==> src/rtl/core/orthonormal_line_euler_update_core_macros.svh <==
// Assertion macros for the line update core.
`ifndef ORTHONORMAL_LINE_EULER_UPDATE_CORE_MACROS_SVH
`define ORTHONORMAL_LINE_EULER_UPDATE_CORE_MACROS_SVH

`ifndef SYNTHESIS
`define OLU_ASSERT(lbl, clk, rstn, prop, msg) \
  lbl: assert property (@(posedge clk) disable iff (!rstn) prop) else $error(msg);
`define OLU_ASSERT_NEXT(lbl, clk, rstn, ante, cons, msg) \
  lbl: assert property (@(posedge clk) disable iff (!rstn) (ante) |=> (cons)) else $error(msg);
`else
`define OLU_ASSERT(lbl, clk, rstn, prop, msg)
`define OLU_ASSERT_NEXT(lbl, clk, rstn, ante, cons, msg)
`endif

`endif

==> src/rtl/core/olu_pkg.sv <==
`timescale 1ns / 1ps
`default_nettype none
package olu_pkg;

  localparam int CORDIC_STAGES = 16;
  localparam int KW = $clog2(CORDIC_STAGES);
  localparam int SQ_STEPS = 32;
  localparam int AW = 36;
  localparam int EW = 34;
  localparam int PW = 2 * EW;
  localparam int SW = PW + 2;
  localparam int QW = 32;
  localparam int RW = 64;

  typedef logic signed [EW-1:0] ent_t;
  typedef logic signed [AW-1:0] ang_t;
  typedef logic signed [PW-1:0] prd_t;
  typedef logic signed [QW-1:0] sin_t;
  typedef ent_t mat_t [3][3];

  typedef struct packed {
    logic flag;
    ent_t x;
    ent_t y;
    ang_t z;
  } rot_t;

  typedef struct packed {
    logic flag;
    ang_t x;
    ang_t y;
    ang_t z;
  } vec_t;

  typedef struct packed {
    logic [RW-1:0] v;
    logic [RW-1:0] r;
  } sqr_t;

  typedef struct packed {
    ent_t s;
    ent_t c;
  } trig_t;

  localparam logic [1:0] AX_X = 2'd0;
  localparam logic [1:0] AX_Y = 2'd1;
  localparam logic [1:0] AX_Z = 2'd2;

  localparam ang_t PI_Q30 = AW'(64'sd3373259426);
  localparam ang_t HALF_PI_Q30 = AW'(64'sd1686629713);
  localparam ent_t GAIN_Q30 = EW'(64'sd652032874);
  localparam ent_t ONE_Q30 = EW'(64'sd1073741824);
  localparam sin_t ONE_S = QW'(64'sd1073741824);
  localparam logic [RW-1:0] ONE_Q60 = RW'(1) << 60;
  localparam logic signed [SW-1:0] HALF30 = SW'(64'sd536870912);
  localparam ang_t HALF15 = AW'(64'sd16384);
  localparam ang_t FULL_LIM = AW'(64'sd102944);
  localparam ang_t HALF_LIM = AW'(64'sd51472);

  localparam logic [29:0] ATAN_TAB [32] = '{
    30'd843314857, 30'd497837830, 30'd263043837, 30'd133525159, 30'd67021687,
    30'd33543516, 30'd16775851, 30'd8388437, 30'd4194283, 30'd2097149,
    30'd1048576, 30'd524288, 30'd262144, 30'd131072, 30'd65536, 30'd32768,
    30'd16384, 30'd8192, 30'd4096, 30'd2048, 30'd1024, 30'd512, 30'd256,
    30'd128, 30'd64, 30'd32, 30'd16, 30'd8, 30'd4, 30'd2, 30'd1, 30'd0
  };

  function automatic ang_t atan_val(int k);
    return ang_t'({{(AW-30){1'b0}}, ATAN_TAB[k]});
  endfunction

  function automatic mat_t rot_mat(logic [1:0] axis, ent_t s, ent_t c);
    mat_t r;
    for (int i = 0; i < 3; i++) begin
      for (int j = 0; j < 3; j++) begin
        r[i][j] = '0;
      end
    end
    case (axis)
      AX_X: begin
        r[0][0] = ONE_Q30; r[1][1] = c; r[2][2] = c; r[1][2] = -s; r[2][1] = s;
      end
      AX_Y: begin
        r[1][1] = ONE_Q30; r[2][2] = c; r[0][0] = c; r[2][0] = -s; r[0][2] = s;
      end
      AX_Z: begin
        r[2][2] = ONE_Q30; r[0][0] = c; r[1][1] = c; r[0][1] = -s; r[1][0] = s;
      end
      default: begin
        r[0][0] = '0;
      end
    endcase
    return r;
  endfunction

  function automatic ent_t rnd30(logic signed [SW-1:0] v);
    logic signed [SW-1:0] t;
    if (v >= 0) begin
      t = (v + HALF30) >>> 30;
    end else begin
      t = -((-v + HALF30) >>> 30);
    end
    return t[EW-1:0];
  endfunction

  function automatic sin_t sat_one(ent_t v);
    sin_t r;
    if (v > ONE_Q30) begin
      r = ONE_S;
    end else if (v < -ONE_Q30) begin
      r = -ONE_S;
    end else begin
      r = v[QW-1:0];
    end
    return r;
  endfunction

  function automatic ang_t rnd15(ang_t v);
    ang_t r;
    if (v >= 0) begin
      r = (v + HALF15) >>> 15;
    end else begin
      r = -((-v + HALF15) >>> 15);
    end
    return r;
  endfunction

  function automatic ang_t sat_ang(ang_t v, ang_t lim);
    ang_t r;
    if (v > lim) begin
      r = lim;
    end else if (v < -lim) begin
      r = -lim;
    end else begin
      r = v;
    end
    return r;
  endfunction

endpackage
`default_nettype wire

==> src/rtl/core/olu_vec_cell.sv <==
`timescale 1ns / 1ps
`default_nettype none
module olu_vec_cell import olu_pkg::*; (
  input  logic          clk_i,
  input  logic          en_i,
  input  logic [KW-1:0] k_i,
  input  ang_t          atan_i,
  input  vec_t          d_i,
  output vec_t          d_o
);
  ang_t x, y, z, xs, ys;
  vec_t d_d, d_q;

  always_comb begin
    x = d_i.x;
    y = d_i.y;
    z = d_i.z;
    xs = x >>> k_i;
    ys = y >>> k_i;
    d_d.flag = d_i.flag;
    if (y < 0) begin
      d_d.x = x - ys;
      d_d.y = y + xs;
      d_d.z = z - atan_i;
    end else begin
      d_d.x = x + ys;
      d_d.y = y - xs;
      d_d.z = z + atan_i;
    end
  end

  always_ff @(posedge clk_i) begin
    if (en_i) begin
      d_q <= d_d;
    end
  end

  assign d_o = d_q;
endmodule
`default_nettype wire

==> config.mk <==
export PLATFORM = sky130hd
export DESIGN_NAME = olu_vec_cell
export DESIGN_NICKNAME = d
export VERILOG_FILES = /design/src/rtl/core/orthonormal_line_euler_update_core_macros.svh /design/src/rtl/core/olu_pkg.sv /design/src/rtl/core/olu_vec_cell.sv
export SDC_FILE = /design/constraint.sdc
export NUM_CORES = 1
export LEC_CHECK = 0
export CAP_MARGIN = 20
export CORE_MARGIN = 3
export CORE_UTILIZATION = 65
export DETAILED_ROUTE_END_ITERATION = 10
export DONT_BUFFER_PORTS = 1
export PLACE_DENSITY_LB_ADDON = 0.25
export SYNTH_ARGS = -nofsm -noshare
export SYNTH_HDL_FRONTEND = slang
export SYNTH_SLANG_ARGS = --single-unit
export TNS_END_PERCENT = 1
==> constraint.sdc <==
create_clock -name clk_i -period 6.8 [get_ports clk_i]
set_clock_uncertainty 0.05 [all_clocks]
set_input_delay 1.02 -clock clk_i [delete_from_list [all_inputs] [get_ports clk_i]]
set_output_delay 1.02 -clock clk_i [all_outputs]
set_load 0.005 [all_outputs]
==> summary.md <==
| Metric | Value |
|---|---|
| Final Hold Viols | 0 |
| Vias | 13400 |
| CP max-delay cell | a2111oi_0 |
| Final period utilization | 0.889 |
| CP peak stage delay | 0.82 ns |
| Tot GR Track Use | 0.328 |
| WL final | 42.6 mm |
| Fillers | 1864 |
| Internal Pwr Total | 1.94 mW |
| GP Congestion | 0.930 |
| Synthesized cell area | 0.0150 mm2 |
| Die H | 158 um |
| TritonCTS clock tree | built |
| RSZ-0062 raised after global routing | no |
| Initial Utilization | 0.662 |
| Row count | 55 |
| Vias in the first global route | 12600 |
| Crit path top cell by count | o21ai_0 |
| # DRC | 0 |
| Worst hold start | d_i[108] |
| Max reg flops | 109 |
| Sequential power share | 0.350 |
| Total gr overflow | 0 |
| Finished Cell Area | 0.0154 mm2 |
| CP Launch Type | primary input |
| Worst Hold End | d_o[108] |
| Layout Area Growth over Synthesis | 2.34% |
| Seq cells post-synth | 109 |
| TritonCTS buffer count | 9 |
| Hold_buf cts | 0 |
| Max-cap check violation count | 0 |
| DIE WIDTH | 158 um |
| Post-synth EDFFs | 109 |
| Leakage dissipation | 5.92 nW |
| Clock Pin Slew Worst Setup and Hold Paths | 0.08 ns |
| Port Buffers | 0 |
| Worst Setup End Kind | flop |
| Dpl cell area | 0.0151 mm2 |
| WS Path Type | primary input to flop |
| Synth Flop Type | edfxtp_1 |
| Syn_nets | 1944 |
| Min Hold Slack | 0.690 ns |
| Clock sink total | 109 |
| H-tree depth | 3 |
| Logic pwr share | 0.481 |
| Final worst path period need | 6.04 ns |
| Hpwl dp | 32.6 mm |
| Slew @ Worst Pin | 0.869 ns |
| # Post-CTS Setup Buffers | 0 |
| Initial antenna violation count | 0 |
| Global-route wire length before repair | 65.7 mm |
| Setup TNS | 0 ns |
| Critical path peak fanout | 106 |
| Status | finished clean |
| DRT iter0 DRCs | 1212 |
| Hold Path Depth | 0 |
| Drt pass-1 iters | 6 |
| F_max | 165 MHz |
| Worst path cell trace | mux4_2 > a2111oi_0 > and3_1 > a31oi_1 > nor4_1 > buf_4 > a31oi_1 > xnor2_1 > ha_1 > a211oi_1 > o21ai_0 > a221oi_1 > o32ai_1 > o21ai_0 > o21ai_0 > o21a_1 > nor2_1 > xnor2_1 |
| CP delay by family, top | compound AO/OA/AOI/OAI gates |
| Vias/cell | 6.96 |
| Nets | 1893 |
| Syn avg cell area | 8.94 um2 |
| Ys async rst share | 0 |
| Antenna cells | 0 |
| Peak VDD IR | 0.153 mV |
| CP arrival | 6.12 ns |
| Power Density | 204 mW/mm2 |
| Synth Warn # | 0 |
| Slew Limit Fails | 0 |
| Commonest non-fill, non-tap cell in the layout | nor2_1 |
| Total power | 3.13 mW |
| Total core area | 0.0227 mm2 |
| Layout cell share with drive strength beyond 1 | 0.0998 |
| Final ANT Viol Nets | 0 |
| Routed len/inst | 22.2 um |
| WP data required | 6.88 ns |
| Post-synthesis sequential area ratio | 0.218 |
| CP Buf/Inv Count | 1 |
| Pin count of the biggest net entering global routing | 113 |
| Switching Power | 1.19 mW |
| Hold WC Path Type | primary input to flop |
| Maximum root-to-sink buffer count | 2 |
| # IOs | 260 |
| Worst slew margin | 0.406 |
| Distinct cells, synth | 88 |
| Die area | 0.0250 mm2 |
| CTS-repair resized insts | 0 |
| Most frequent cells in the layout | nor2_1 (155), a21oi_1 (135), nand2_1 (133), xnor2_1 (133) |
| Synthesized instance count | 1681 |
| Root buf cell | clkbuf_16 |
| Switching share of power | 0.379 |
| # setup viols final | 0 |
| Clock share of power | 0.169 |
-- power groups by stage --
stage	sequential [mW]	combinational [mW]	clock, mW
6_report	1.10	1.51	0.529
5_1_grt	1.12	1.67	0.566
4_1_cts	1.10	1.49	0.544
3_5_place_dp	1.12	1.49	0
3_3_place_gp	1.11	1.46	0
2_1_floorplan	1.08	1.26	0
-- synth_stat cells, drive strengths merged (7+ instances only) --
master	n	area share
a31oi	32	0.013
edfxtp	109	0.22
nor2b	12	0.0050
nand2	134	0.034
mux4	74	0.11
clkbuf	27	0.0067
a211oi	28	0.014
inv	56	0.014
o21bai	9	0.0045
or2	13	0.0054
nand2b	22	0.0092
a31o	7	0.0041
buf	43	0.016
nor3	46	0.015
o211ai	14	0.0070
and2	15	0.0062
mux2i	51	0.034
a21oi	135	0.045
and3	15	0.0062
ha	109	0.091
xor2	49	0.029
o21a	23	0.011
nand3	33	0.011
or3	10	0.0042
a211o	10	0.0058
nor4	12	0.0068
o21ai	100	0.033
nand3b	7	0.0035
nand4	10	0.0046
mux2	37	0.028
a21o	38	0.019
nor2	158	0.041
xnor2	133	0.077
-- worst max path at each step --
| stage | endpoint | start | depth (start not counted) |
|---|---|---|---|
| 2_1_floorplan | d_o[69] | k_i[3] | 20 |
| 3_3_place_gp | d_o[69] | k_i[1] | 20 |
| 3_5_place_dp | d_o[69] | k_i[1] | 18 |
| 4_1_cts | d_o[69] | k_i[1] | 20 |
| 5_1_grt | d_o[69] | k_i[1] | 18 |
| 6_report | d_o[69] | k_i[1] | 18 |
-- per-stage QoR --
stage | setup WS (ns) | utilization | cells
2_1_floorplan | 0.563 | - | 1681
3_3_place_gp | 0.682 | 0.665 | 1904
3_5_place_dp | 0.566 | 0.665 | 1904
4_1_cts | 0.935 | 0.677 | 1919
5_1_grt | 0.409 | 0.677 | 1919
6_report | 0.757 | 0.677 | 1919
-- cells by family after synthesis --
logic type	count (synthesis)	share of synthesized area
mux	162	0.173
compound gates	479	0.206
fa+ha+maj	112	0.0947
simple gates	509	0.165
buf+inv	128	0.0376
flops	109	0.218
xor+xnor	182	0.106
-- routing by layer --
metal	wire length, um	vias to the layer above	track usage
met4	1540	0	0.126
met2	21100	653	0.578
met3	3840	120	0.0593
li1	-	6294	-
met1	16100	6291	0.398
met5	0	-	0
-- layout make-up --
cell class | count | area [um2] | area share
multi-input cells | 1444 | 11200 | 0.728
flip-flops and latches | 109 | 3270 | 0.213
well taps | 285 | 357 | 0.0232
clock buffers | 9 | 225 | 0.0146
inverters | 58 | 218 | 0.0142
repair buffers | 8 | 60.1 | 0.00390
clock inverters | 6 | 57.6 | 0.00374
Note: power is estimated with default switching activity, not from simulation.
