--- src/rtl/core/orthonormal_line_euler_update_core_macros.svh ---
// Assertion macros for the line update core.
`ifndef ORTHONORMAL_LINE_EULER_UPDATE_CORE_MACROS_SVH
`define ORTHONORMAL_LINE_EULER_UPDATE_CORE_MACROS_SVH

`ifndef SYNTHESIS
`define OLU_ASSERT(lbl, clk, rstn, prop, msg) \
  lbl: assert property (@(posedge clk) disable iff (!rstn) prop) else $error(msg);
`define OLU_ASSERT_NEXT(lbl, clk, rstn, ante, cons, msg) \
  lbl: assert property (@(posedge clk) disable iff (!rstn) (ante) |=> (cons)) else $error(msg);
`else
`define OLU_ASSERT(lbl, clk, rstn, prop, msg)
`define OLU_ASSERT_NEXT(lbl, clk, rstn, ante, cons, msg)
`endif

`endif

--- src/rtl/core/olu_pkg.sv ---
`timescale 1ns / 1ps
`default_nettype none
package olu_pkg;

  localparam int CORDIC_STAGES = 16;
  localparam int KW = $clog2(CORDIC_STAGES);
  localparam int SQ_STEPS = 32;
  localparam int AW = 36;
  localparam int EW = 34;
  localparam int PW = 2 * EW;
  localparam int SW = PW + 2;
  localparam int QW = 32;
  localparam int RW = 64;

  typedef logic signed [EW-1:0] ent_t;
  typedef logic signed [AW-1:0] ang_t;
  typedef logic signed [PW-1:0] prd_t;
  typedef logic signed [QW-1:0] sin_t;
  typedef ent_t mat_t [3][3];

  typedef struct packed {
    logic flag;
    ent_t x;
    ent_t y;
    ang_t z;
  } rot_t;

  typedef struct packed {
    logic flag;
    ang_t x;
    ang_t y;
    ang_t z;
  } vec_t;

  typedef struct packed {
    logic [RW-1:0] v;
    logic [RW-1:0] r;
  } sqr_t;

  typedef struct packed {
    ent_t s;
    ent_t c;
  } trig_t;

  localparam logic [1:0] AX_X = 2'd0;
  localparam logic [1:0] AX_Y = 2'd1;
  localparam logic [1:0] AX_Z = 2'd2;

  localparam ang_t PI_Q30 = AW'(64'sd3373259426);
  localparam ang_t HALF_PI_Q30 = AW'(64'sd1686629713);
  localparam ent_t GAIN_Q30 = EW'(64'sd652032874);
  localparam ent_t ONE_Q30 = EW'(64'sd1073741824);
  localparam sin_t ONE_S = QW'(64'sd1073741824);
  localparam logic [RW-1:0] ONE_Q60 = RW'(1) << 60;
  localparam logic signed [SW-1:0] HALF30 = SW'(64'sd536870912);
  localparam ang_t HALF15 = AW'(64'sd16384);
  localparam ang_t FULL_LIM = AW'(64'sd102944);
  localparam ang_t HALF_LIM = AW'(64'sd51472);

  localparam logic [29:0] ATAN_TAB [32] = '{
    30'd843314857, 30'd497837830, 30'd263043837, 30'd133525159, 30'd67021687,
    30'd33543516, 30'd16775851, 30'd8388437, 30'd4194283, 30'd2097149,
    30'd1048576, 30'd524288, 30'd262144, 30'd131072, 30'd65536, 30'd32768,
    30'd16384, 30'd8192, 30'd4096, 30'd2048, 30'd1024, 30'd512, 30'd256,
    30'd128, 30'd64, 30'd32, 30'd16, 30'd8, 30'd4, 30'd2, 30'd1, 30'd0
  };

  function automatic ang_t atan_val(int k);
    return ang_t'({{(AW-30){1'b0}}, ATAN_TAB[k]});
  endfunction

  function automatic mat_t rot_mat(logic [1:0] axis, ent_t s, ent_t c);
    mat_t r;
    for (int i = 0; i < 3; i++) begin
      for (int j = 0; j < 3; j++) begin
        r[i][j] = '0;
      end
    end
    case (axis)
      AX_X: begin
        r[0][0] = ONE_Q30; r[1][1] = c; r[2][2] = c; r[1][2] = -s; r[2][1] = s;
      end
      AX_Y: begin
        r[1][1] = ONE_Q30; r[2][2] = c; r[0][0] = c; r[2][0] = -s; r[0][2] = s;
      end
      AX_Z: begin
        r[2][2] = ONE_Q30; r[0][0] = c; r[1][1] = c; r[0][1] = -s; r[1][0] = s;
      end
      default: begin
        r[0][0] = '0;
      end
    endcase
    return r;
  endfunction

  function automatic ent_t rnd30(logic signed [SW-1:0] v);
    logic signed [SW-1:0] t;
    if (v >= 0) begin
      t = (v + HALF30) >>> 30;
    end else begin
      t = -((-v + HALF30) >>> 30);
    end
    return t[EW-1:0];
  endfunction

  function automatic sin_t sat_one(ent_t v);
    sin_t r;
    if (v > ONE_Q30) begin
      r = ONE_S;
    end else if (v < -ONE_Q30) begin
      r = -ONE_S;
    end else begin
      r = v[QW-1:0];
    end
    return r;
  endfunction

  function automatic ang_t rnd15(ang_t v);
    ang_t r;
    if (v >= 0) begin
      r = (v + HALF15) >>> 15;
    end else begin
      r = -((-v + HALF15) >>> 15);
    end
    return r;
  endfunction

  function automatic ang_t sat_ang(ang_t v, ang_t lim);
    ang_t r;
    if (v > lim) begin
      r = lim;
    end else if (v < -lim) begin
      r = -lim;
    end else begin
      r = v;
    end
    return r;
  endfunction

endpackage
`default_nettype wire

--- src/rtl/core/olu_rot_cell.sv ---
`timescale 1ns / 1ps
`default_nettype none
module olu_rot_cell import olu_pkg::*; (
  input  logic          clk_i,
  input  logic          en_i,
  input  logic [KW-1:0] k_i,
  input  ang_t          atan_i,
  input  rot_t          d_i,
  output rot_t          d_o
);
  ent_t x, y, xs, ys;
  ang_t z;
  rot_t d_d, d_q;

  always_comb begin
    x = d_i.x;
    y = d_i.y;
    z = d_i.z;
    xs = x >>> k_i;
    ys = y >>> k_i;
    d_d.flag = d_i.flag;
    if (z >= 0) begin
      d_d.x = x - ys;
      d_d.y = y + xs;
      d_d.z = z - atan_i;
    end else begin
      d_d.x = x + ys;
      d_d.y = y - xs;
      d_d.z = z + atan_i;
    end
  end

  always_ff @(posedge clk_i) begin
    if (en_i) begin
      d_q <= d_d;
    end
  end

  assign d_o = d_q;
endmodule
`default_nettype wire

--- config.mk ---
export PLATFORM = sky130hd
export DESIGN_NAME = olu_rot_cell
export DESIGN_NICKNAME = d
export VERILOG_FILES = /design/src/rtl/core/orthonormal_line_euler_update_core_macros.svh /design/src/rtl/core/olu_pkg.sv /design/src/rtl/core/olu_rot_cell.sv
export SDC_FILE = /design/constraint.sdc
export NUM_CORES = 1
export LEC_CHECK = 0
export ABC_AREA = 1
export BUFFER_PORTS_ARGS = -buffer_cell sky130_fd_sc_hd__buf_2
export CORE_MARGIN = 10
export CORE_UTILIZATION = 45
export CTS_CLUSTER_SIZE = 28
export DETAILED_ROUTE_END_ITERATION = 6
export HOLD_SLACK_MARGIN = 0.06
export PLACE_DENSITY = 0.77
export SLEW_MARGIN = 20
export SYNTH_ARGS = -nofsm -noshare
export SYNTH_HDL_FRONTEND = slang
export SYNTH_SLANG_ARGS = --single-unit
--- constraint.sdc ---
create_clock -name clk_i -period 9 [get_ports clk_i]
set_clock_uncertainty 0.15 [all_clocks]
set_input_delay 0 -clock clk_i [delete_from_list [all_inputs] [get_ports clk_i]]
set_output_delay 0 -clock clk_i [all_outputs]
set_load 0.02 [all_outputs]
==> impl_metrics.toml <==
[clock_tree]
cts_tree = "yes"
hold_buffers = 41
path_clk_slew_ns = 0.08
cts_resized = 0
cts_buffers = 9
cts.sinks = 105
cts_setup_buffers = 0
clock_path_buffers = 2
htree_num_levels = 3
root_buffer = "clkbuf_16"

[power_and_ir_drop]
power_frac_clock = 0.151
p_comb_frac = 0.573
power_density_nw_per_um2 = 161.2
p_switching_mw = 1.310
p_int_mw = 1.456
ir_worst_vdd_mv = 0.1268
p_sw_frac = 0.4735
p_leak_nw = 8.154
seqPwrFrac = 0.275

[floorplanning]
die_height_um = 201.9
die-width_um = 201.9
core_area_sq_um = 32620
rows = 66
num_io_pins = 252
die-area_sq_um = 40760
start_util = 0.4565

[finish]
antenna_cells = 0
area_growth_pct = 15.23
final_nets = 2866
finalInstanceArea_sq_um = 17160
drive_above_1_share = 0.1165
largest_reg_flops = 105

[sta]
setup_viol = 0
tns_ns = 0
relSlewSlack = 0.3118
fin_crit_ns = 5.524
finalHoldViolations = 0
rsz0062_at_grt = "false"
maxSlewViolCount = 0
timing.fmax_mhz = 181.0
tightest_slew_ns = 1.031
timing.final.crit_share = 0.6138

[synthesis]
ys_seq_area_frac = 0.2118
avgSynthCellArea_sq_um = 6.290
syn-cell-area_sq_um = 14890
synth-edff-count = 105
ys_warn_count = 0
synth_seq_cells = 105
syn_inst = 2367
synth_cell_types = 45
synthFlopType = "edfxtp_1"
syn_nets = 2621
synthArstFlopShare = 0

[grt]
grt_start_max_net_pins = 85
grt_pass1_wl_um = 90490
grt_pass1_vias = 16470
grt_overflow = 0
grt_use_total = 0.2771
grt_antenna_before_repair = 1

[placement]
dp_hpwl_um = 48600
gp_congestion = 1.065
port-buffer-count = 251
dpl_cell_area_sq_um = 16450

[routing]
dr.first_iter.drc_count = 1806
drt_first_pass_iters = 6
drtAntennaViolNets = 0
post-route-drc-count = 0
wirelength_um = 59180
post_drt_wl_per_cell_um = 19.35
vias_per_cell = 5.710
vias = 17470

[setup_path]
cp-startpoint = "k_i[0]"
crit_required_ns = 8.98
path_class = "in -> reg"
critPathArrivalTime_ns = 5.50
worst_setup_path_end_kind = "register"
worstPathMaxFanout = 67
start_kind = "input port"

[hold_path]
hp-class = "in -> reg"
hp-start = "d_i[25]"

[job]
cap_violations = 0

[run_status]
outcome = "finished, final reports clean"
## cells in the mapped netlist, drive strengths merged (3+ instances only)
cell | instances | share of area
nand3b | 9 | 0.0045
o211ai | 3 | 0.0015
buf | 46 | 0.016
nand2 | 652 | 0.16
inv | 212 | 0.053
o21ai | 109 | 0.038
nor3 | 13 | 0.0044
a221oi | 4 | 0.0024
o31ai | 4 | 0.0020
xnor2 | 60 | 0.035
ha | 104 | 0.087
nor4 | 15 | 0.0067
edfxtp | 105 | 0.21
o21bai | 12 | 0.0063
nand4 | 21 | 0.0088
nor2 | 254 | 0.067
fa | 3 | 0.0040
nand3 | 414 | 0.14
o21a | 7 | 0.0035
a31oi | 26 | 0.011
clkbuf | 22 | 0.0055
o221ai | 5 | 0.0029
a21boi | 6 | 0.0030
a21o | 17 | 0.0086
xor2 | 112 | 0.066
a21oi | 123 | 0.041
## per-layer routing
layer  track usage  share of wire  vias up
li1              -              -     8491
met1        0.3469           0.42     8034
met2        0.4520           0.45      788
met3       0.05693          0.082      152
met4        0.1211          0.044        2
met5             0        0.00022        -
## through the flow
step                        util  worst slack [ns]  std cells  total power [mW]  hold WS, ns
after global routing      0.5260             3.240       3059             2.949      0.08333
after global placement    0.5043             3.228       3002             2.312      0.02645
after detailed placement  0.5043             3.315       3002             2.311      0.03388
after floorplan                -             5.586       2367             1.817     -0.05113
after CTS                 0.5260             3.716       3059             2.759      0.06245
final                     0.5260             3.476       3059             2.766      0.07680
## power by group through the flow
stage	Sequential (mW)	Combinational (mW)	Clock [mW]
after CTS	0.763	1.57	0.429
after detailed placement	0.770	1.54	0
final	0.761	1.59	0.419
after floorplan	0.932	0.885	0
after global placement	0.767	1.54	0
after global routing	0.771	1.73	0.443
## worst max-delay path: stages
cell and delay, ns:
buf_2 0.08, buf_4 0.51, inv_2 0.60, nand2_1 0.26, nand3_1 0.11, nand3_1 0.15
nand3_1 0.09, nand2_1 0.24, ha_1 0.26, inv_1 0.06, nor2_1 0.18, inv_1 0.10
nand2_1 0.09, xnor2_1 0.19, inv_1 0.09, ha_1 0.37, nand2_1 0.09, inv_1 0.08
a21oi_1 0.11, o21ai_0 0.54, a21boi_0 0.33, o21ai_0 0.59, a21oi_1 0.17, xnor2_1 0.18
## path summary, 6_finish.rpt
| check | endpoint | slack (ns) | depth (start not counted) |
|---|---|---|---|
| worst min-delay path | d_o[25] | 0.08 | 3 |
| worst max-delay path | d_o[55] | 3.48 | 24 |
## placed cells by master (no fill, tap or decap), types with 4 or more instances in the layout
cell / synthesis / layout
nand4_1: 21 / 21
a21o_1: 17 / 17
nand3b_1: 9 / 9
a21boi_0: 5 / 5
a221oi_1: 4 / 4
xor2_1: 112 / 112
nor4_1: 14 / 14
buf_2: 32 / 250
dlygate4sd3_1: 0 / 41
a31oi_1: 26 / 26
o21a_1: 7 / 7
o21ai_1: 17 / 17
xnor2_1: 60 / 60
nand2_1: 651 / 651
o21bai_1: 11 / 11
clkbuf_16: 0 / 9
o21ai_0: 85 / 85
nor2_2: 10 / 10
ha_1: 104 / 104
o221ai_1: 5 / 5
inv_1: 208 / 206
o21ai_2: 7 / 7
edfxtp_1: 105 / 105
nor2_1: 242 / 242
nand3_1: 414 / 414
nor3_1: 13 / 13
inv_2: 4 / 5
a21oi_1: 123 / 123
o31ai_1: 4 / 4
buf_4: 2 / 11
## cell families (layout without fill, tap and decap cells)
family,count (synthesis),after routing,synth area share
AND/OR/NAND/NOR,1383,1383,0.3971
flip-flops,105,105,0.2118
adder cells (fa/ha/maj),107,107,0.09143
buffers and inverters,280,530,0.07529
AO/OA/AOI/OAI,320,320,0.1233
XOR/XNOR,172,172,0.1012
## layout make-up
type                    count  area (sq um)
clock buffers              10         229.0
clock inverters             6         66.31
fillers                  3360         15460
inverters                 212         795.8
multi-input cells        1982         10620
flip-flops and latches    105          3153
well taps                 442         553.0
repair buffers            302          1744
Power figures use the tool's default switching activity.
