--- config.mk ---
export PLATFORM = sky130hd
export DESIGN_NAME = olu_sqrt_cell
export DESIGN_NICKNAME = d
export VERILOG_FILES = /design/src/rtl/core/orthonormal_line_euler_update_core_macros.svh /design/src/rtl/core/olu_pkg.sv /design/src/rtl/core/olu_sqrt_cell.sv
export SDC_FILE = /design/constraint.sdc
export NUM_CORES = 1
export LEC_CHECK = 0
export CAP_MARGIN = 5
export CELL_PAD_IN_SITES_DETAIL_PLACEMENT = 0
export CELL_PAD_IN_SITES_GLOBAL_PLACEMENT = 1
export CORE_ASPECT_RATIO = 1.2
export CORE_MARGIN = 2
export CORE_UTILIZATION = 44
export CTS_CLUSTER_DIAMETER = 120
export DETAILED_ROUTE_END_ITERATION = 16
export DONT_BUFFER_PORTS = 1
export PLACE_DENSITY_LB_ADDON = 0.12
export SKIP_CTS_REPAIR_TIMING = 1
export SLEW_MARGIN = 20
export SYNTH_ARGS = -nofsm -noshare
export SYNTH_HDL_FRONTEND = slang
export SYNTH_SLANG_ARGS = --single-unit
--- constraint.sdc ---
create_clock -name clk_i -period 8.02 [get_ports clk_i]
set_input_delay 1.604 -clock clk_i [delete_from_list [all_inputs] [get_ports clk_i]]
set_output_delay 1.604 -clock clk_i [all_outputs]
set_load 0.02 [all_outputs]
--- src/rtl/core/orthonormal_line_euler_update_core_macros.svh ---
// Assertion macros for the line update core.
`ifndef ORTHONORMAL_LINE_EULER_UPDATE_CORE_MACROS_SVH
`define ORTHONORMAL_LINE_EULER_UPDATE_CORE_MACROS_SVH

`ifndef SYNTHESIS
`define OLU_ASSERT(lbl, clk, rstn, prop, msg) \
  lbl: assert property (@(posedge clk) disable iff (!rstn) prop) else $error(msg);
`define OLU_ASSERT_NEXT(lbl, clk, rstn, ante, cons, msg) \
  lbl: assert property (@(posedge clk) disable iff (!rstn) (ante) |=> (cons)) else $error(msg);
`else
`define OLU_ASSERT(lbl, clk, rstn, prop, msg)
`define OLU_ASSERT_NEXT(lbl, clk, rstn, ante, cons, msg)
`endif

`endif

--- src/rtl/core/olu_pkg.sv ---
`timescale 1ns / 1ps
`default_nettype none
package olu_pkg;

  localparam int CORDIC_STAGES = 16;
  localparam int KW = $clog2(CORDIC_STAGES);
  localparam int SQ_STEPS = 32;
  localparam int AW = 36;
  localparam int EW = 34;
  localparam int PW = 2 * EW;
  localparam int SW = PW + 2;
  localparam int QW = 32;
  localparam int RW = 64;

  typedef logic signed [EW-1:0] ent_t;
  typedef logic signed [AW-1:0] ang_t;
  typedef logic signed [PW-1:0] prd_t;
  typedef logic signed [QW-1:0] sin_t;
  typedef ent_t mat_t [3][3];

  typedef struct packed {
    logic flag;
    ent_t x;
    ent_t y;
    ang_t z;
  } rot_t;

  typedef struct packed {
    logic flag;
    ang_t x;
    ang_t y;
    ang_t z;
  } vec_t;

  typedef struct packed {
    logic [RW-1:0] v;
    logic [RW-1:0] r;
  } sqr_t;

  typedef struct packed {
    ent_t s;
    ent_t c;
  } trig_t;

  localparam logic [1:0] AX_X = 2'd0;
  localparam logic [1:0] AX_Y = 2'd1;
  localparam logic [1:0] AX_Z = 2'd2;

  localparam ang_t PI_Q30 = AW'(64'sd3373259426);
  localparam ang_t HALF_PI_Q30 = AW'(64'sd1686629713);
  localparam ent_t GAIN_Q30 = EW'(64'sd652032874);
  localparam ent_t ONE_Q30 = EW'(64'sd1073741824);
  localparam sin_t ONE_S = QW'(64'sd1073741824);
  localparam logic [RW-1:0] ONE_Q60 = RW'(1) << 60;
  localparam logic signed [SW-1:0] HALF30 = SW'(64'sd536870912);
  localparam ang_t HALF15 = AW'(64'sd16384);
  localparam ang_t FULL_LIM = AW'(64'sd102944);
  localparam ang_t HALF_LIM = AW'(64'sd51472);

  localparam logic [29:0] ATAN_TAB [32] = '{
    30'd843314857, 30'd497837830, 30'd263043837, 30'd133525159, 30'd67021687,
    30'd33543516, 30'd16775851, 30'd8388437, 30'd4194283, 30'd2097149,
    30'd1048576, 30'd524288, 30'd262144, 30'd131072, 30'd65536, 30'd32768,
    30'd16384, 30'd8192, 30'd4096, 30'd2048, 30'd1024, 30'd512, 30'd256,
    30'd128, 30'd64, 30'd32, 30'd16, 30'd8, 30'd4, 30'd2, 30'd1, 30'd0
  };

  function automatic ang_t atan_val(int k);
    return ang_t'({{(AW-30){1'b0}}, ATAN_TAB[k]});
  endfunction

  function automatic mat_t rot_mat(logic [1:0] axis, ent_t s, ent_t c);
    mat_t r;
    for (int i = 0; i < 3; i++) begin
      for (int j = 0; j < 3; j++) begin
        r[i][j] = '0;
      end
    end
    case (axis)
      AX_X: begin
        r[0][0] = ONE_Q30; r[1][1] = c; r[2][2] = c; r[1][2] = -s; r[2][1] = s;
      end
      AX_Y: begin
        r[1][1] = ONE_Q30; r[2][2] = c; r[0][0] = c; r[2][0] = -s; r[0][2] = s;
      end
      AX_Z: begin
        r[2][2] = ONE_Q30; r[0][0] = c; r[1][1] = c; r[0][1] = -s; r[1][0] = s;
      end
      default: begin
        r[0][0] = '0;
      end
    endcase
    return r;
  endfunction

  function automatic ent_t rnd30(logic signed [SW-1:0] v);
    logic signed [SW-1:0] t;
    if (v >= 0) begin
      t = (v + HALF30) >>> 30;
    end else begin
      t = -((-v + HALF30) >>> 30);
    end
    return t[EW-1:0];
  endfunction

  function automatic sin_t sat_one(ent_t v);
    sin_t r;
    if (v > ONE_Q30) begin
      r = ONE_S;
    end else if (v < -ONE_Q30) begin
      r = -ONE_S;
    end else begin
      r = v[QW-1:0];
    end
    return r;
  endfunction

  function automatic ang_t rnd15(ang_t v);
    ang_t r;
    if (v >= 0) begin
      r = (v + HALF15) >>> 15;
    end else begin
      r = -((-v + HALF15) >>> 15);
    end
    return r;
  endfunction

  function automatic ang_t sat_ang(ang_t v, ang_t lim);
    ang_t r;
    if (v > lim) begin
      r = lim;
    end else if (v < -lim) begin
      r = -lim;
    end else begin
      r = v;
    end
    return r;
  endfunction

endpackage
`default_nettype wire

--- src/rtl/core/olu_sqrt_cell.sv ---
`timescale 1ns / 1ps
`default_nettype none
module olu_sqrt_cell import olu_pkg::*; (
  input  logic       clk_i,
  input  logic       en_i,
  input  logic [5:0] sh_i,
  input  sqr_t       d_i,
  output sqr_t       d_o
);
  logic [RW-1:0] b, t;
  sqr_t d_d, d_q;

  always_comb begin
    b = RW'(1) << sh_i;
    t = d_i.r + b;
    if (d_i.v >= t) begin
      d_d.v = d_i.v - t;
      d_d.r = (d_i.r >> 1) + b;
    end else begin
      d_d.v = d_i.v;
      d_d.r = d_i.r >> 1;
    end
  end

  always_ff @(posedge clk_i) begin
    if (en_i) begin
      d_q <= d_d;
    end
  end

  assign d_o = d_q;
endmodule
`default_nettype wire

==> results of run 1 <==
per-stage QoR:
| step | std cells | setup TNS [ns] | total power, uW | area, um2 |
|---|---|---|---|---|
| finish | 3042 | 0 | 2820 | 20700 |
| global route | 3042 | -1.11 | 2960 | 20700 |
| CTS | 3037 | 0 | 2800 | 20600 |
| detailed placement | 3005 | -19.55 | 1970 | 20000 |
| global placement | 3005 | -11.12 | 1960 | 20000 |
| floorplan | 2360 | 0 | 1660 | 18000 |
cell usage after synthesis (all sizes together), types with 55 or more instances:
master,number,area share (%)
a21o,134,5.6
a21oi,229,6.4
clkbuf,120,2.5
edfxtp,128,21
ha,164,11
inv,58,1.2
nand2,289,6.1
nand4,67,2.3
nor2,169,3.7
nor3,55,1.5
o21ai,238,6.8
xnor2,144,7.0
xor2,65,3.2
worst min path at each step:
| stage | start | endpoint | slack [ns] | depth (start not counted) |
|---|---|---|---|---|
| 3_5_place_dp | en_i | d_o[10] | 1.73 | 0 |
| 5_1_grt | en_i | d_o[11] | 1.24 | 0 |
| 2_1_floorplan | en_i | d_o[0] | 1.72 | 0 |
| 3_3_place_gp | en_i | d_o[10] | 1.72 | 0 |
| 6_report | en_i | d_o[10] | 1.26 | 0 |
| 4_1_cts | en_i | d_o[10] | 1.24 | 0 |
cells by family after synthesis:
| family | share of synthesized area (%) |
|---|---|
| mux | 0.824 |
| xor+xnor | 10.2 |
| buf+inv | 4.89 |
| simple gates | 21.9 |
| compound gates | 29.1 |
| flops | 21.4 |
| fa+ha+maj | 11.6 |
routing by layer:
metal	GRT usage [%]	up-vias
li1	-	8956
met1	31.5	8620
met2	59.6	583
met3	5.03	196
met4	19.0	2
met5	0	-
power by group through the flow:
stage	logic, uW	clock network [uW]	registers, uW
finish	966	836	1020
global route	1060	871	1030
CTS	939	844	1020
detailed placement	934	0	1030
global placement	924	0	1030
floorplan	644	0	1020
critical path: stages:
cell       delay [ns]
or4_1            0.58
nor2_2           0.18
ha_2             0.20
ha_1             0.17
nand3b_1         0.10
a211oi_1         0.24
o22ai_1          0.15
a221o_1          0.42
a211oi_2         0.39
buf_4            0.19
o211ai_1         0.08
buf_4            0.17
nand3_1          0.10
xnor2_1          0.08
buf_4            0.14
ha_1             0.30
a21o_1           0.17
a21oi_1          0.15
o21ai_1          0.12
a2111oi_2        0.41
o2111a_2         0.30
o31a_1           0.17
o21a_4           0.15
o31ai_4          0.08
a311oi_4         0.80
buf_4            0.31
o21ai_0          0.22
final cells by class:
type / count / area (um2) / area share, %
Timing Repair Buffer: 269 / 2140 / 10.3
Tap cell: 539 / 674 / 3.25
Sequential cell: 128 / 3840 / 18.5
Multi-Input combinational cell: 2016 / 13300 / 64.0
Clock inverter: 15 / 173 / 0.833
Inverter: 58 / 218 / 1.05
Clock buffer: 17 / 425 / 2.05
==> reports/qor.yml, run 1 <==
run_status: "complete, no violations"
grt_use_total_pct: 31.2
utilization_pct: 51.3
path_class: "in2reg"
endpoint: "d_o[110]"
tritoncts: "yes"
cp.arrival_ns: 7.99
die_w_um: 188
syn_area_um2: 17900
cp.required_ns: 8.16
worst_setup_path_end_kind: "register"
final_hold_viol_count: 0
worst_slew_pin_slew_ns: 0.914
cp_max_fo: 25
cts-buffers-inserted: 17
first_iter_violations: 1142
dp_hpwl_mm: 55.5
fin_crit_sh_pct: 97.9
initial_core_util_pct: 44.3
min_path_type: "in2reg"
numClockSinks: 128
synth_edf_count: 128
grt_pass1_vias: 18200
drt-vias-per-instance: 6.03
synth_fp_nets: 2661
dr_wl_met2_mm: 35.9
synth_cell_type_count: 97
diodes: 0
p_seq_share_pct: 36.1
fin_nets: 2791
grt_max_degree: 129
ios: 264
wl_met3_mm: 3.15
htree_levels: 4
via_count: 18400
row_count: 81
irDropWorstVdd_uv: 154
synthCells: 2360
worst_slack_ns: 0.169
avgRoutedWirePerCell_um: 22.5
antenna_found_initial: 1
finalSetupViolCount: 0
ys_ff_latch: 128
fill_cells: 3991
gr-total-overflow: 0
routed_wl_mm: 68.4
gp_congestion: 0.967
drtPass1Iterations: 7
p_comb_share_pct: 34.3
layout_common_cells: "nand2_1, buf_4, a21oi_1, o21ai_0, ha_1"
clock-root-buffer: "clkbuf_16"
top_layer_used: "met5"
ant_nets: 0
drc: 0
clk_pin_slew_ns: 0.07
period_needed_ns: 7.85
pre_cts_slack_ns: -0.234
synth_flop_cell: "edfxtp_1"
ys.warnings.count: 0
whs_ns: 1.26
die_height_um: 225
die_area_um2: 42400
drv_cap: 0
avgSynthCellArea_um2: 7.59
wl_met1_mm: 24.8
port_buffers: 0
grt_pass1_wl_mm: 102
crit_start: "sh_i[4]"
leakage_uw: 0.00902
final_common_cell: "nand2_1"
p_clk_share_pct: 29.6
clk_path_buf_depth: 2
fmax_mhz: 127
intPower_uw: 1750
p_sw_share_pct: 37.9
ys_seq_area_share_pct: 21.4
core_um2: 40400
async_reset_ff_share_pct: 0
slew_viol_final: 0
maxSlewHeadroom_pct: 39.1
area_delta_synth_final_pct: 15.7
drive_gt1_share_pct: 14.7
p_sw_uw: 1070
powerDensity_nw_per_um2: 136
start_kind: "input pin"
largest_register_ffs: 128
Power figures use the tool's default switching activity.
==> run 2: changes to the inputs <==
--- a/config.mk
+++ b/config.mk
@@ -15,6 +15,7 @@
 export DETAILED_ROUTE_END_ITERATION = 16
 export DONT_BUFFER_PORTS = 1
 export PLACE_DENSITY_LB_ADDON = 0.12
+export SETUP_SLACK_MARGIN = 0.3
 export SKIP_CTS_REPAIR_TIMING = 1
 export SLEW_MARGIN = 20
 export SYNTH_ARGS = -nofsm -noshare
==> run 2 against run 1 <==
Effect of this change:
- final cell count shrank 4.6%
- count of clock-buffer cells in the layout increased by 1
- power shrank 3.8%
==> reports/qor.yml, run 2 (synthesis results as in run 1) <==
run_status: "complete, no violations"
routed_wl_mm: 65.7
largest_register_ffs: 128
whs_ns: 1.26
path_class: "in2reg"
via_count: 17800
powerDensity_nw_per_um2: 138
drt-vias-per-instance: 6.12
wl_met3_mm: 3.21
drtPass1Iterations: 6
crit_top_cell: "a21o_1"
wl_met1_mm: 24.0
grt_use_total_pct: 30.3
initial_core_util_pct: 44.3
ios: 264
core_um2: 40400
crit_family: "compound AO/OA/AOI/OAI gates"
final_hold_viol_count: 0
clk_pin_slew_ns: 0.07
cp_max_fo: 61
diodes: 0
dp_hpwl_mm: 54.0
final_common_cell: "nand2_1"
leakage_uw: 0.00832
row_count: 81
die_height_um: 225
grt_pass1_wl_mm: 99.5
clock-root-buffer: "clkbuf_16"
min_path_type: "in2reg"
cpPeakStageDelay_ns: 0.61
antenna_found_initial: 0
gr-total-overflow: 0
fin_nets: 2652
gp_congestion: 0.980
irDropWorstVdd_uv: 163
utilization_pct: 48.7
drive_gt1_share_pct: 9.77
die_w_um: 188
multiInputGateArea_um2: 13300
seq_area_um2: 3840
ant_nets: 0
maxSlewHeadroom_pct: 43.1
placed_area_um2: 19100
top_layer_used: "met4"
grt_pass1_vias: 17800
numClockSinks: 128
worst_slack_ns: 0.587
die_area_um2: 42400
final_cell_area_um2: 19700
slowest_stage: "or4_4"
period_needed_ns: 7.43
fin_crit_sh_pct: 92.7
port_buffers: 0
drv_cap: 0
dr_wl_met2_mm: 34.9
cp.arrival_ns: 7.63
avgRoutedWirePerCell_um: 22.6
start_kind: "input pin"
worst_setup_path_end_kind: "register"
layout_common_cells: "nand2_1, o21ai_0, a21oi_1, nor2_1, ha_1"
worst_slew_pin_slew_ns: 0.845
cts-buffers-inserted: 17
finalSetupViolCount: 0
pre_cts_slack_ns: 0.196
cp.required_ns: 8.22
area_delta_synth_final_pct: 9.79
rsz0062_at_grt: "true"
first_iter_violations: 1204
htree_levels: 4
fill_cells: 4040
clk_path_buf_depth: 2
tritoncts: "yes"
grt_max_degree: 129
slew_viol_final: 0
crit_buf_inv: 4
drc: 0
fmax_mhz: 135
setup_tns_ns: 0
-- run 2: area by class of cell --
type / instances / share of cell area (%)
clock buffers: 18 / 2.18
repair buffers: 130 / 5.28
flip-flops and latches: 128 / 19.5
inverters: 58 / 1.11
clock inverters: 14 / 0.719
well taps: 539 / 3.43
multi-input cells: 2016 / 67.7
-- run 2: stage by stage --
step           power, uW  instances
2_1_floorplan       1670       2360
3_3_place_gp        1920       2871
3_5_place_dp        1920       2871
4_1_cts             2720       2903
5_1_grt             2850       2903
6_report            2710       2903
-- run 2: final timing paths --
| path | start | endpoint | cells past startpoint |
|---|---|---|---|
| setup / recovery | sh_i[4] | d_o[41] | 29 |
| hold / removal | en_i | d_o[11] | 0 |
-- run 2: power breakdown --
group	internal (uW)	switching [uW]	total [uW]
logic	371	529	899
registers	866	151	1020
clock network	456	340	796
total	1690	1020	2710
-- run 2: routing by layer --
layer  vias to the layer above  GRT usage, %
li1                       8677             -
met1                      8374          30.6
met2                       534          58.6
met3                       171          5.45
met4                         0          16.2
met5                         -             0
